<file path="src/sv/mfs_pkg.sv">
// ----------------------------------------------------------------------------
// mfs_pkg: shared types and constants of the motor fault supervisor
// motor count, field widths, register codes, reset values and lane structs
// ----------------------------------------------------------------------------
package mfs_pkg;

  localparam int MOTOR_COUNT = 3;
  localparam int NMOT        = (MOTOR_COUNT < 3) ? MOTOR_COUNT : 3;
  localparam int NPIN        = 3;

  localparam int CNT_W      = 17;
  localparam int LIM_W      = 16;
  localparam int STEP_W     = 8;
  localparam int CFG_IDX_W  = 8;
  localparam int CFG_DATA_W = 16;

  localparam logic [NPIN-1:0] MOTOR_MASK = NPIN'((1 << NMOT) - 1);

  typedef enum logic [CFG_IDX_W-1:0] {
    CFG_UV_LIMIT  = 8'd0,
    CFG_OV_LIMIT  = 8'd1,
    CFG_OC_LIMIT  = 8'd2,
    CFG_TRIP_TIME = 8'd3,
    CFG_VOLT_RISE = 8'd4,
    CFG_VOLT_FALL = 8'd5,
    CFG_CUR_RISE  = 8'd6,
    CFG_CUR_FALL  = 8'd7
  } cfg_reg_t;

  localparam logic [LIM_W-1:0]  UV_LIMIT_RST  = 16'd10000;
  localparam logic [LIM_W-1:0]  OV_LIMIT_RST  = 16'd30000;
  localparam logic [LIM_W-1:0]  OC_LIMIT_RST  = 16'd10000;
  localparam logic [LIM_W-1:0]  TRIP_TIME_RST = 16'd100;
  localparam logic [STEP_W-1:0] STEP_RST      = 8'd1;

  // per-lane control, shared by the voltage lane and the current lanes
  typedef struct packed {
    logic              step;
    logic              preset;
    logic              skip;
    logic [CNT_W-1:0]  pre;
    logic [LIM_W-1:0]  trip;
    logic [STEP_W-1:0] rise;
    logic [STEP_W-1:0] fall;
  } lane_ctl_t;

  typedef struct packed {
    logic hit;
    logic flag;
  } lane_res_t;

  // tick-level flags handed to the merging stage
  typedef struct packed {
    logic [NPIN-1:0] drv;
    logic            pre_hit;
    logic            enabled;
    logic            skip;
    logic            pending;
    logic            autor;
    logic            pkt;
    logic            err;
  } tick_flags_t;

  typedef struct packed {
    logic            disable_output;
    logic            error_latched;
    logic            voltage_fault;
    logic [NPIN-1:0] current_faults;
    logic [NPIN-1:0] driver_faults;
    logic            any_error;
    logic            request_reset;
  } mfs_res_t;

endpackage

</file>
<file path="src/sv/mfs_in_if.sv">
// ----------------------------------------------------------------------------
// mfs_in_if: tick request channel
// valid/ready channel carrying one supervision tick
// ----------------------------------------------------------------------------
interface mfs_in_if;
  logic               valid;
  logic               ready;
  logic [2:0]         fault_pins_n;
  logic [15:0]        bus_voltage;
  logic signed [15:0] current_a;
  logic signed [15:0] current_b;
  logic signed [15:0] current_c;
  logic               output_enabled;
  logic               ignore_errors;
  logic               initializing;
  logic               reset_pending;
  logic               auto_reset_enabled;
  logic               packet_error;

  modport source (
    output valid, fault_pins_n, bus_voltage, current_a, current_b, current_c,
           output_enabled, ignore_errors, initializing, reset_pending,
           auto_reset_enabled, packet_error,
    input  ready
  );
  modport sink (
    input  valid, fault_pins_n, bus_voltage, current_a, current_b, current_c,
           output_enabled, ignore_errors, initializing, reset_pending,
           auto_reset_enabled, packet_error,
    output ready
  );
endinterface

</file>
<file path="src/sv/mfs_out_if.sv">
// ----------------------------------------------------------------------------
// mfs_out_if: supervision result channel
// valid/ready channel carrying one result per tick
// ----------------------------------------------------------------------------
interface mfs_out_if;
  logic       valid;
  logic       ready;
  logic       disable_output;
  logic       error_latched;
  logic       voltage_fault;
  logic [2:0] current_faults;
  logic [2:0] driver_faults;
  logic       any_error;
  logic       request_reset;

  modport source (
    output valid, disable_output, error_latched, voltage_fault, current_faults,
           driver_faults, any_error, request_reset,
    input  ready
  );
  modport sink (
    input  valid, disable_output, error_latched, voltage_fault, current_faults,
           driver_faults, any_error, request_reset,
    output ready
  );
endinterface

</file>
<file path="src/sv/mfs_cfg_if.sv">
// ----------------------------------------------------------------------------
// mfs_cfg_if: configuration write channel
// valid/ready channel carrying a register index and write data
// ----------------------------------------------------------------------------
interface mfs_cfg_if;
  logic        valid;
  logic        ready;
  logic [7:0]  index;
  logic [15:0] data;

  modport source (output valid, index, data, input ready);
  modport sink (input valid, index, data, output ready);
endinterface

</file>
<file path="src/sv/mfs_lane.sv">
// ----------------------------------------------------------------------------
// mfs_lane: leaky-bucket fault lane
// one counter with its trip flag, preset on driver fault, floored at zero
// ----------------------------------------------------------------------------
module mfs_lane (
  input  logic               clk,
  input  logic               rst_n,
  input  mfs_pkg::lane_ctl_t ctl,
  input  logic               bad,
  output mfs_pkg::lane_res_t res
);
  import mfs_pkg::*;

  logic [CNT_W-1:0] cnt_r, cnt_nxt;
  logic [CNT_W-1:0] base, stepped, trip_x, fall_x;
  logic             flag_r, flag_nxt;

  always_comb begin
    trip_x  = CNT_W'(ctl.trip);
    fall_x  = CNT_W'(ctl.fall);
    base    = ctl.preset ? ctl.pre : cnt_r;
    stepped = base;
    if (bad) begin
      if (base < trip_x) stepped = base + CNT_W'(ctl.rise);
    end else if (base > fall_x) begin
      stepped = base - fall_x;
    end else begin
      stepped = '0;
    end
    cnt_nxt  = ctl.skip ? base : stepped;
    res.hit  = !ctl.skip && (stepped >= trip_x);
    flag_nxt = flag_r;
    if (!ctl.skip) begin
      if (stepped >= trip_x) flag_nxt = 1'b1;
      else if (stepped == '0) flag_nxt = 1'b0;
    end
    res.flag = flag_nxt;
  end

  always_ff @(posedge clk) begin
    if (!rst_n) begin
      cnt_r  <= '0;
      flag_r <= 1'b0;
    end else if (ctl.step) begin
      cnt_r  <= cnt_nxt;
      flag_r <= flag_nxt;
    end
  end

endmodule

</file>
<file path="src/sv/mfs_merge.sv">
// ----------------------------------------------------------------------------
// mfs_merge: merging stage of the fault lanes
// combines lane trips with driver faults into the tick result
// ----------------------------------------------------------------------------
module mfs_merge (
  input  mfs_pkg::lane_res_t   vres,
  input  mfs_pkg::lane_res_t   cres [mfs_pkg::NMOT],
  input  mfs_pkg::tick_flags_t tf,
  output mfs_pkg::mfs_res_t    res
);
  import mfs_pkg::*;

  logic [NPIN-1:0] cflags;
  logic            trip_any;
  logic            dis;
  logic            en_after;
  logic            any;

  always_comb begin
    cflags   = '0;
    trip_any = vres.hit;
    for (int i = 0; i < NMOT; i++) begin
      cflags[i] = cres[i].flag;
      trip_any  = trip_any | cres[i].hit;
    end
    dis      = tf.pre_hit | trip_any;
    en_after = tf.enabled & ~dis;
    any      = (|tf.drv) | (|cflags) | vres.flag | tf.pkt;

    res.disable_output = dis;
    res.error_latched  = tf.err | dis;
    res.voltage_fault  = vres.flag;
    res.current_faults = cflags;
    res.driver_faults  = tf.drv;
    res.any_error      = any;
    res.request_reset  = tf.pending |
                         (!tf.skip && !en_after && !any && tf.autor);
  end

endmodule

</file>
<file path="src/sv/motor_fault_supervisor.sv">
// ----------------------------------------------------------------------------
// motor_fault_supervisor: per-tick fault supervisor for a motor driver board
// result: registered, loaded when a tick request is accepted
// throughput: 1 tick per cycle while the result channel is not stalled
// reset: synchronous rst_n clears counters, flags and error, loads register defaults
// ----------------------------------------------------------------------------
module motor_fault_supervisor (
  input logic   clk,
  input logic   rst_n,
  mfs_in_if.sink    in_ch,
  mfs_out_if.source out_ch,
  mfs_cfg_if.sink   cfg_ch
);
  import mfs_pkg::*;

  // configuration registers
  logic [LIM_W-1:0]  uv_lim_r, ov_lim_r, trip_r;
  logic signed [LIM_W-1:0] oc_lim_r;
  logic [STEP_W-1:0] vrise_r, vfall_r, crise_r, cfall_r;

  // sticky error and output stage
  logic     err_r;
  logic     out_valid_r;
  mfs_res_t out_r;

  logic        accept;
  logic [NPIN-1:0] drv;
  logic        pre_hit;
  logic        skip;
  logic [CNT_W-1:0] pre;
  logic signed [LIM_W-1:0] cur [NPIN];
  logic        vbad;
  logic [NMOT-1:0] cbad;
  lane_ctl_t   vctl, cctl;
  lane_res_t   vres;
  lane_res_t   cres [NMOT];
  tick_flags_t tf;
  mfs_res_t    res;

  // config writes are always taken; unknown indexes fall through
  assign cfg_ch.ready = 1'b1;

  always_ff @(posedge clk) begin
    if (!rst_n) begin
      uv_lim_r <= UV_LIMIT_RST;
      ov_lim_r <= OV_LIMIT_RST;
      oc_lim_r <= OC_LIMIT_RST;
      trip_r   <= TRIP_TIME_RST;
      vrise_r  <= STEP_RST;
      vfall_r  <= STEP_RST;
      crise_r  <= STEP_RST;
      cfall_r  <= STEP_RST;
    end else if (cfg_ch.valid) begin
      unique case (cfg_reg_t'(cfg_ch.index))
        CFG_UV_LIMIT:  uv_lim_r <= cfg_ch.data;
        CFG_OV_LIMIT:  ov_lim_r <= cfg_ch.data;
        CFG_OC_LIMIT:  oc_lim_r <= cfg_ch.data;
        CFG_TRIP_TIME: trip_r   <= cfg_ch.data;
        CFG_VOLT_RISE: vrise_r  <= cfg_ch.data[STEP_W-1:0];
        CFG_VOLT_FALL: vfall_r  <= cfg_ch.data[STEP_W-1:0];
        CFG_CUR_RISE:  crise_r  <= cfg_ch.data[STEP_W-1:0];
        CFG_CUR_FALL:  cfall_r  <= cfg_ch.data[STEP_W-1:0];
        default: ;
      endcase
    end
  end

  // take a new tick whenever the output register is free or being drained
  assign in_ch.ready = !out_valid_r || out_ch.ready;
  assign accept      = in_ch.valid && in_ch.ready;

  // driver fault pins are active low; only populated motors count
  assign drv     = ~in_ch.fault_pins_n & MOTOR_MASK;
  assign pre_hit = (|drv) && in_ch.output_enabled;
  assign skip    = in_ch.ignore_errors | in_ch.initializing;
  // preset level one below trip, or zero when trip time is zero
  assign pre     = (trip_r == '0) ? '0 : CNT_W'(trip_r) - CNT_W'(1);

  assign cur[0] = in_ch.current_a;
  assign cur[1] = in_ch.current_b;
  assign cur[2] = in_ch.current_c;

  // bus window check
  assign vbad = (in_ch.bus_voltage < uv_lim_r) || (in_ch.bus_voltage > ov_lim_r);

  always_comb begin
    vctl.step   = accept;
    vctl.preset = pre_hit;
    vctl.skip   = skip;
    vctl.pre    = pre;
    vctl.trip   = trip_r;
    vctl.rise   = vrise_r;
    vctl.fall   = vfall_r;
    cctl        = vctl;
    cctl.rise   = crise_r;
    cctl.fall   = cfall_r;
  end

  // voltage lane
  mfs_lane u_vlane (
    .clk   (clk),
    .rst_n (rst_n),
    .ctl   (vctl),
    .bad   (vbad),
    .res   (vres)
  );

  // one over-current lane per motor, side by side
  for (genvar g = 0; g < NMOT; g++) begin : g_clane
    assign cbad[g] = cur[g] > oc_lim_r;
    mfs_lane u_clane (
      .clk   (clk),
      .rst_n (rst_n),
      .ctl   (cctl),
      .bad   (cbad[g]),
      .res   (cres[g])
    );
  end

  always_comb begin
    tf.drv     = drv;
    tf.pre_hit = pre_hit;
    tf.enabled = in_ch.output_enabled;
    tf.skip    = skip;
    tf.pending = in_ch.reset_pending;
    tf.autor   = in_ch.auto_reset_enabled;
    tf.pkt     = in_ch.packet_error;
    tf.err     = err_r;
  end

  mfs_merge u_merge (
    .vres (vres),
    .cres (cres),
    .tf   (tf),
    .res  (res)
  );

  // sticky error and output register
  always_ff @(posedge clk) begin
    if (!rst_n) begin
      err_r       <= 1'b0;
      out_valid_r <= 1'b0;
    end else begin
      if (accept) begin
        err_r       <= res.error_latched;
        out_valid_r <= 1'b1;
      end else if (out_ch.ready) begin
        out_valid_r <= 1'b0;
      end
    end
  end

  always_ff @(posedge clk) begin
    if (accept) out_r <= res;
  end

  assign out_ch.valid          = out_valid_r;
  assign out_ch.disable_output = out_r.disable_output;
  assign out_ch.error_latched  = out_r.error_latched;
  assign out_ch.voltage_fault  = out_r.voltage_fault;
  assign out_ch.current_faults = out_r.current_faults;
  assign out_ch.driver_faults  = out_r.driver_faults;
  assign out_ch.any_error      = out_r.any_error;
  assign out_ch.request_reset  = out_r.request_reset;

`ifndef SYNTHESIS
  // once latched, the error flag only goes away with reset
  a_err_sticky: assert property (@(posedge clk) disable iff (!rst_n)
    err_r |=> err_r)
    else $error("error flag dropped without reset");

  // a disable request always comes with the latched error
  a_dis_err: assert property (@(posedge clk) disable iff (!rst_n)
    (out_valid_r && out_r.disable_output) |-> out_r.error_latched)
    else $error("disable without latched error");

  // any active fault flag shows up in the summary bit
  a_any_err: assert property (@(posedge clk) disable iff (!rst_n)
    (out_valid_r && (out_r.voltage_fault || (out_r.current_faults != '0) ||
     (out_r.driver_faults != '0))) |-> out_r.any_error)
    else $error("fault flag without any_error");
`endif

endmodule

</file>
<file path="src/flat_wrapper.sv">
// flat-port wrapper written by rule: the top's interface ports become plain ports
module motor_fault_supervisor_flat import mfs_pkg::*;
  (clk, rst_n, in_ch_valid, in_ch_fault_pins_n, in_ch_bus_voltage, in_ch_current_a, in_ch_current_b, in_ch_current_c, in_ch_output_enabled, in_ch_ignore_errors, in_ch_initializing, in_ch_reset_pending, in_ch_auto_reset_enabled, in_ch_packet_error, in_ch_ready, out_ch_valid, out_ch_disable_output, out_ch_error_latched, out_ch_voltage_fault, out_ch_current_faults, out_ch_driver_faults, out_ch_any_error, out_ch_request_reset, out_ch_ready, cfg_ch_valid, cfg_ch_index, cfg_ch_data, cfg_ch_ready);
  mfs_in_if in_ch_i ();
  mfs_out_if out_ch_i ();
  mfs_cfg_if cfg_ch_i ();
  input logic clk;
  input logic rst_n;
  input wire logic [$bits(in_ch_i.valid)-1:0] in_ch_valid;
  input wire logic [$bits(in_ch_i.fault_pins_n)-1:0] in_ch_fault_pins_n;
  input wire logic [$bits(in_ch_i.bus_voltage)-1:0] in_ch_bus_voltage;
  input wire logic [$bits(in_ch_i.current_a)-1:0] in_ch_current_a;
  input wire logic [$bits(in_ch_i.current_b)-1:0] in_ch_current_b;
  input wire logic [$bits(in_ch_i.current_c)-1:0] in_ch_current_c;
  input wire logic [$bits(in_ch_i.output_enabled)-1:0] in_ch_output_enabled;
  input wire logic [$bits(in_ch_i.ignore_errors)-1:0] in_ch_ignore_errors;
  input wire logic [$bits(in_ch_i.initializing)-1:0] in_ch_initializing;
  input wire logic [$bits(in_ch_i.reset_pending)-1:0] in_ch_reset_pending;
  input wire logic [$bits(in_ch_i.auto_reset_enabled)-1:0] in_ch_auto_reset_enabled;
  input wire logic [$bits(in_ch_i.packet_error)-1:0] in_ch_packet_error;
  output wire logic [$bits(in_ch_i.ready)-1:0] in_ch_ready;
  output wire logic [$bits(out_ch_i.valid)-1:0] out_ch_valid;
  output wire logic [$bits(out_ch_i.disable_output)-1:0] out_ch_disable_output;
  output wire logic [$bits(out_ch_i.error_latched)-1:0] out_ch_error_latched;
  output wire logic [$bits(out_ch_i.voltage_fault)-1:0] out_ch_voltage_fault;
  output wire logic [$bits(out_ch_i.current_faults)-1:0] out_ch_current_faults;
  output wire logic [$bits(out_ch_i.driver_faults)-1:0] out_ch_driver_faults;
  output wire logic [$bits(out_ch_i.any_error)-1:0] out_ch_any_error;
  output wire logic [$bits(out_ch_i.request_reset)-1:0] out_ch_request_reset;
  input wire logic [$bits(out_ch_i.ready)-1:0] out_ch_ready;
  input wire logic [$bits(cfg_ch_i.valid)-1:0] cfg_ch_valid;
  input wire logic [$bits(cfg_ch_i.index)-1:0] cfg_ch_index;
  input wire logic [$bits(cfg_ch_i.data)-1:0] cfg_ch_data;
  output wire logic [$bits(cfg_ch_i.ready)-1:0] cfg_ch_ready;
  assign in_ch_i.valid = in_ch_valid;
  assign in_ch_i.fault_pins_n = in_ch_fault_pins_n;
  assign in_ch_i.bus_voltage = in_ch_bus_voltage;
  assign in_ch_i.current_a = in_ch_current_a;
  assign in_ch_i.current_b = in_ch_current_b;
  assign in_ch_i.current_c = in_ch_current_c;
  assign in_ch_i.output_enabled = in_ch_output_enabled;
  assign in_ch_i.ignore_errors = in_ch_ignore_errors;
  assign in_ch_i.initializing = in_ch_initializing;
  assign in_ch_i.reset_pending = in_ch_reset_pending;
  assign in_ch_i.auto_reset_enabled = in_ch_auto_reset_enabled;
  assign in_ch_i.packet_error = in_ch_packet_error;
  assign in_ch_ready = in_ch_i.ready;
  assign out_ch_valid = out_ch_i.valid;
  assign out_ch_disable_output = out_ch_i.disable_output;
  assign out_ch_error_latched = out_ch_i.error_latched;
  assign out_ch_voltage_fault = out_ch_i.voltage_fault;
  assign out_ch_current_faults = out_ch_i.current_faults;
  assign out_ch_driver_faults = out_ch_i.driver_faults;
  assign out_ch_any_error = out_ch_i.any_error;
  assign out_ch_request_reset = out_ch_i.request_reset;
  assign out_ch_i.ready = out_ch_ready;
  assign cfg_ch_i.valid = cfg_ch_valid;
  assign cfg_ch_i.index = cfg_ch_index;
  assign cfg_ch_i.data = cfg_ch_data;
  assign cfg_ch_ready = cfg_ch_i.ready;
  motor_fault_supervisor u_core (.clk(clk), .rst_n(rst_n), .in_ch(in_ch_i), .out_ch(out_ch_i), .cfg_ch(cfg_ch_i));
endmodule
</file>
<file path="config.mk">
export PLATFORM = sky130hd
export DESIGN_NAME = motor_fault_supervisor_flat
export DESIGN_NICKNAME = d
export VERILOG_FILES = /design/src/sv/mfs_pkg.sv /design/src/sv/mfs_in_if.sv /design/src/sv/mfs_out_if.sv /design/src/sv/mfs_cfg_if.sv /design/src/sv/mfs_lane.sv /design/src/sv/mfs_merge.sv /design/src/sv/motor_fault_supervisor.sv /design/src/flat_wrapper.sv
export SDC_FILE = /design/constraint.sdc
export NUM_CORES = 1
export LEC_CHECK = 0
export BUFFER_PORTS_ARGS = -buffer_cell sky130_fd_sc_hd__buf_2
export CAP_MARGIN = 10
export CORE_MARGIN = 10
export CORE_UTILIZATION = 45
export CTS_CLUSTER_DIAMETER = 80
export CTS_CLUSTER_SIZE = 30
export DETAILED_ROUTE_END_ITERATION = 6
export GPL_TIMING_DRIVEN = 1
export PLACE_DENSITY_LB_ADDON = 0.12
export SLEW_MARGIN = 20
export SYNTH_ARGS = -nofsm -noshare
export SYNTH_HDL_FRONTEND = slang
export SYNTH_SLANG_ARGS = --single-unit
</file>
<file path="constraint.sdc">
create_clock -name clk -period 14 [get_ports clk]
set_clock_uncertainty 0.1 [all_clocks]
set_input_delay 0 -clock clk [delete_from_list [all_inputs] [get_ports clk]]
set_output_delay 0 -clock clk [all_outputs]
set_load 0.01 [all_outputs]
</file>
==> results of run 1 <==
## layout make-up
class | instances | area [um^2]
Sequential cell | 181 | 3730
Tap cell | 585 | 732
Fill cell | 4402 | 21300
Inverter | 166 | 623
Multi-Input combinational cell | 2113 | 14900
Clock buffer | 19 | 453
Timing Repair Buffer | 192 | 1230
Clock inverter | 13 | 156
## metrics by stage
step / std cells / instance area, um^2
2_1_floorplan: 2579 / 19700
3_3_place_gp: 3209 / 20900
3_5_place_dp: 3209 / 20900
4_1_cts: 3267 / 21800
5_1_grt: 3269 / 21800
6_report: 3269 / 21800
## report_power, final
group          internal, uW  leakage [uW]  switching (uW)
clock network           249      0.000297             266
registers               536       0.00148            11.1
logic                   231       0.00787             397
total                  1020       0.00965             674
## worst reg2reg max path: cells and delay by family (launching register included)
kind / cells / cell delay [ns]
AO/OA/AOI/OAI: 13 / 3.97
adder cells (fa/ha/maj): 3 / 0.89
AND/OR/NAND/NOR: 9 / 3.21
buffers and inverters: 3 / 1.31
flip-flops: 1 / 0.37
## placed cells by master (no fill, tap or decap), types with 60 or more instances in the layout
cell type / count
a21boi_0: 84
a21o_1: 61
a21oi_1: 162
buf_2: 113
dfxtp_1: 170
ha_1: 269
inv_1: 159
nand2_1: 295
nor2_1: 170
nor2b_1: 78
nor3_1: 60
o211ai_1: 78
o21ai_0: 114
xnor2_1: 65
## registers in the layout, indices dropped and copies added (netlist names), 16 cells and up
| signal | cells |
|---|---|
| u_core.ov_lim_r | 16 |
| u_core.uv_lim_r | 16 |
| u_core.oc_lim_r | 16 |
| u_core.u_vlane.cnt_r | 17 |
| u_core.trip_r | 16 |
| u_core.g_clane.u_clane.cnt_r | 51 |
## final timing paths
| check | startpoint | slack [ns] | cells after the start | end |
|---|---|---|---|---|
| setup / recovery | u_core.trip_r[1] | 4.02 | 28 | u_core.out_ch.request_reset |
| hold / removal | out_ch_ready | 0.03 | 5 | u_core.u_vlane.cnt_r[14] |
| setup reg to reg | u_core.trip_r[1] | 4.02 | 28 | u_core.out_ch.request_reset |
| hold reg to reg | u_core.oc_lim_r[2] | 0.37 | 2 | u_core.oc_lim_r[2] |
## cell families (layout without fill, tap and decap cells)
logic type	Yosys count	after routing	synth area share
AO/OA/AOI/OAI	787	787	0.277
flip-flops	181	181	0.190
other	1	1	0.000191
adder cells (fa/ha/maj)	277	277	0.179
multiplexers	58	58	0.0296
AND/OR/NAND/NOR	904	904	0.230
XOR/XNOR	86	86	0.0387
buffers and inverters	285	390	0.0556
## layer usage
layer | up-vias | share of wire | wire length (um) | track usage
li1 | 9668 | - | - | -
met1 | 9840 | 0.43 | 34300 | 0.364
met2 | 806 | 0.47 | 37600 | 0.495
met3 | 219 | 0.061 | 4910 | 0.0502
met4 | 0 | 0.048 | 3830 | 0.146
met5 | - | 0 | 0 | 0
## what timing repair did
item                      in CTS  in global routing
resized for setup              0                  0
hold buffers                  26                  1
hold endpoints to repair     112                 17
setup buffers                  0                  0
==> flow_summary.ini, run 1 <==
[floorplanning]
core-area_mm2 = 0.0432
placementRows = 76
die_y_um = 229
die_x_um = 229
num_io_pins = 116
initial_core_util = 0.456
die_area_mm2 = 0.0525

[global_route]
grt_pass1_vias = 20100
track_usage = 0.297
overflow = 0
grt_max_degree = 115
antenna_found_initial = 0
grt_pass1_wl_um = 121000

[power_and_ir_drop]
p_leak_uw = 0.00965
powerDensity_mw_per_mm2 = 77.4
ir_drop_mv = 0.0793
p_total_uw = 1690

[critical_path]
crit_path_max_fanout = 22
cp.required_ns = 14.27
max_stage_delay_ns = 0.75
crit_path_frequent_cell = a21oi_1
path_delay_family = compound AO/OA/AOI/OAI gates
path_buf_inv = 3
worst_ep_arrival_time_ns = 10.25
critPathSlowestCell = a21oi_1
startpoint_type = flop
critPathKind = reg2reg
cp-end-kind = flop

[yosys]
ys_types = 96
yosys.area.top_type = dfxtp_1
ys_seq_area_frac = 0.190
ys_warn_count = 0
synth_nets = 2958
synth_commonest_cells = nand2_1, ha_1, nor2_1
syn_inst = 2579
yosys-top-cells-area = dfxtp_1, ha_1, nand2_1
synth_area_per_cell_um2 = 7.63
synth_top_area_frac = 0.173
synth_ff_type = dfxtp_1
yosysMostFrequentCell = nand2_1
synth-async-reset-ratio = 0
ys_ff_latch = 181
synth_edf_count = 11
netlist_area_mm2 = 0.0197

[timing]
whs_ns = 0.0252
drv_slew = 0
setup_viol = 0
hold_viol = 0
finalSetupTns_ns = 0
rsz0062_at_grt = false
period_minus_slack_ns = 9.98
fin_ws_ns = 4.02
slew-limit-headroom = 0.320
worstMarginPinSlew_ns = 1.01
finalCritPeriodShare = 0.713
fmax_ghz = 0.100

[clocking]
root_buffer = clkbuf_16
cts_tree = built
clock_sinks = 181
clk_pin_slew_worst_paths_ns = 0.09
numCtsBuffers = 17
htreeDepth = 4
insertion_delay_ns = 0.51
cts_buffer_depth = 2

[flow_run]
drv_cap = 0

[detailed_routing]
finalWirelength_um = 80700
vias = 20500
wl_per_cell_um = 24.7
viasPerCell = 6.28
drcViolationCount = 0
drt_iter0_drc = 1732
first_pass_iters = 6
ant_nets = 0

[layout]
drive_above_1_share = 0.101
fin_nets = 3050
fin_util = 0.506
n_antenna_cell = 0
area.growth.synth_to_final_pct = 11.1

[placement]
io_buffer_count = 114
dp_hpwl_um = 62800
gp_congestion = 0.995
place_ws_ns = 4.18

[run_status]
run_status = complete, no violations

[min_path]
hp-class = in2reg
No activity file was read; power rests on OpenSTA's default activity.
==> run 2, diff against run 1 <==
==> constraint.sdc (replaced) <==
create_clock -name clk -period 9.2 [get_ports clk]
set_clock_uncertainty 0.1 [all_clocks]
set_input_delay 0 -clock clk [delete_from_list [all_inputs] [get_ports clk]]
set_output_delay 0 -clock clk [all_outputs]
set_load 0.01 [all_outputs]
==> run 2 against run 1 <==
  * Clock-buffer cell count did not move
  * Critical endpoint unchanged
  * Cell count rose by 0.18%
  * Combinational power grew 53%
  * Via count is 0.82% higher
  * Non-clock buffer count is 6 higher
  * Worst hold slack better by 0.028 ns
  * Total power is 52% higher
  * Register-to-register slack worse by 3.5 ns
  * First-iteration DRC count up 11%
  * Global-route usage increased by 0.054 points
==> flow_summary.ini, run 2 (synthesized netlist as in run 1, its figures left out) <==
[power_and_ir_drop]
ir_drop_mv = 0.162
clockPowerShare = 0.304
p_comb_frac = 0.373
p_seq_frac = 0.323
p_leak_uw = 0.00968
powerDensity_mw_per_mm2 = 118
p_sw_uw = 1030
swShare = 0.399
internal-power_uw = 1550

[layout]
regMostFlops = u_core.g_clane.u_clane.cnt_r
n_antenna_cell = 0
drive_above_1_share = 0.104
final_cell_mix = nand2_1, ha_1, nor2_1
fin_nets = 3056
layout_commonest_cell = nand2_1
area.growth.synth_to_final_pct = 11.4
reg.largest.list = u_core.g_clane.u_clane.cnt_r: 51 flops, u_core.u_vlane.cnt_r: 17 flops
fin_util = 0.507
largest_reg_flops = 51

[global_route]
grt_pass1_vias = 20100
grt_pass1_wl_um = 121000
track_usage = 0.297
grt_max_degree = 103
overflow = 0
antenna_found_initial = 0

[timing]
drv_slew = 0
slew-limit-headroom = 0.206
fmax_ghz = 0.115
finalCritPeriodShare = 0.946
whs_ns = 0.0533
setup_viol = 0
worstMarginPinSlew_ns = 1.18
finalSetupTns_ns = 0
period_minus_slack_ns = 8.70
hold_viol = 0

[clocking]
htreeDepth = 4
cts_buffer_depth = 2
cts_tree = built
insertion_delay_ns = 0.51
clock_sinks = 181
numCtsBuffers = 17
root_buffer = clkbuf_16
clk_pin_slew_worst_paths_ns = 0.08

[placement]
io_buffer_count = 114
dp_hpwl_um = 63000
gp_congestion = 0.996

[detailed_routing]
drt_iter0_drc = 1931
finalWirelength_um = 80300
ant_nets = 0
wl_per_cell_um = 24.5
vias = 20700
drcViolationCount = 0
viasPerCell = 6.32
first_pass_iters = 5

[run_status]
run_status = complete, no violations

[critical_path]
path_delay_family = compound AO/OA/AOI/OAI gates
critPathKind = reg2reg
max_stage_delay_ns = 0.66
worst_ep_arrival_time_ns = 8.86
cp-end-kind = flop
startpoint_type = flop
crit_path_max_fanout = 14
critPathSlowestCell = or4b_2
path_buf_inv = 6
cp.required_ns = 9.35

[floorplanning]
initial_core_util = 0.456
die_x_um = 229
core-area_mm2 = 0.0432
placementRows = 76
num_io_pins = 116
die_area_mm2 = 0.0525
die_y_um = 229

[min_path]
hp-class = in2reg

[flow_run]
drv_cap = 0
-- run 2: worst paths after layout --
| path | start | to | slack, ns | cells after the start |
|---|---|---|---|---|
| setup / recovery | u_core.trip_r[0] | u_core.out_ch.request_reset | 0.50 | 31 |
| hold / removal | cfg_ch_index[0] | u_core.oc_lim_r[11] | 0.05 | 5 |
| setup reg to reg | u_core.trip_r[0] | u_core.out_ch.request_reset | 0.50 | 31 |
| hold reg to reg | u_core.ov_lim_r[15] | u_core.ov_lim_r[15] | 0.37 | 2 |
-- run 2: cell type report --
cell class	count	area (um^2)
multi-input cells	2113	14900
flip-flops and latches	181	3730
inverters	166	623
clock inverters	13	155
well taps	585	732
fillers	4322	21300
repair buffers	198	1280
clock buffers	19	443
-- run 2: power groups by stage --
stage	clock network [uW]	logic, uW	registers [uW]
floorplan	0	628	847
global placement	0	922	849
detailed placement	0	928	849
CTS	796	941	831
global route	819	1050	834
finish	783	962	832
-- run 2: repair_timing --
item                       CTS  global route
resized for setup            0             6
buffers inserted             0             4
hold endpoints to repair   102             0
hold buffers                25             0
setup endpoints to repair    0             3
-- run 2: per-layer routing --
layer  routed length (um)  vias up  GRT usage  share of wire
li1                     -     9691          -              -
met1                34000    10000      0.372           0.42
met2                37600      801      0.498           0.47
met3                 5040      187     0.0402          0.063
met4                 3610        0      0.137          0.045
met5                    0        -          0              0
-- run 2: per-stage QoR --
stage / cell area [um^2] / instances / power, uW / worst slack [ns]
3_5_place_dp: 21000 / 3214 / 1780 / 0.621
6_report: 21900 / 3275 / 2580 / 0.497
5_1_grt: 21900 / 3275 / 2700 / -0.0134
3_3_place_gp: 21000 / 3214 / 1770 / 0.677
4_1_cts: 21800 / 3271 / 2570 / 0.114
2_1_floorplan: 19700 / 2579 / 1480 / 2.06
-- run 2: worst register-to-register path, delay by kind of cell, from the launching register on --
kind	cells	cell delay (ns)
fa+ha+maj	3	0.83
flops	1	0.32
compound gates	14	3.24
buf+inv	6	1.63
simple gates	8	2.36
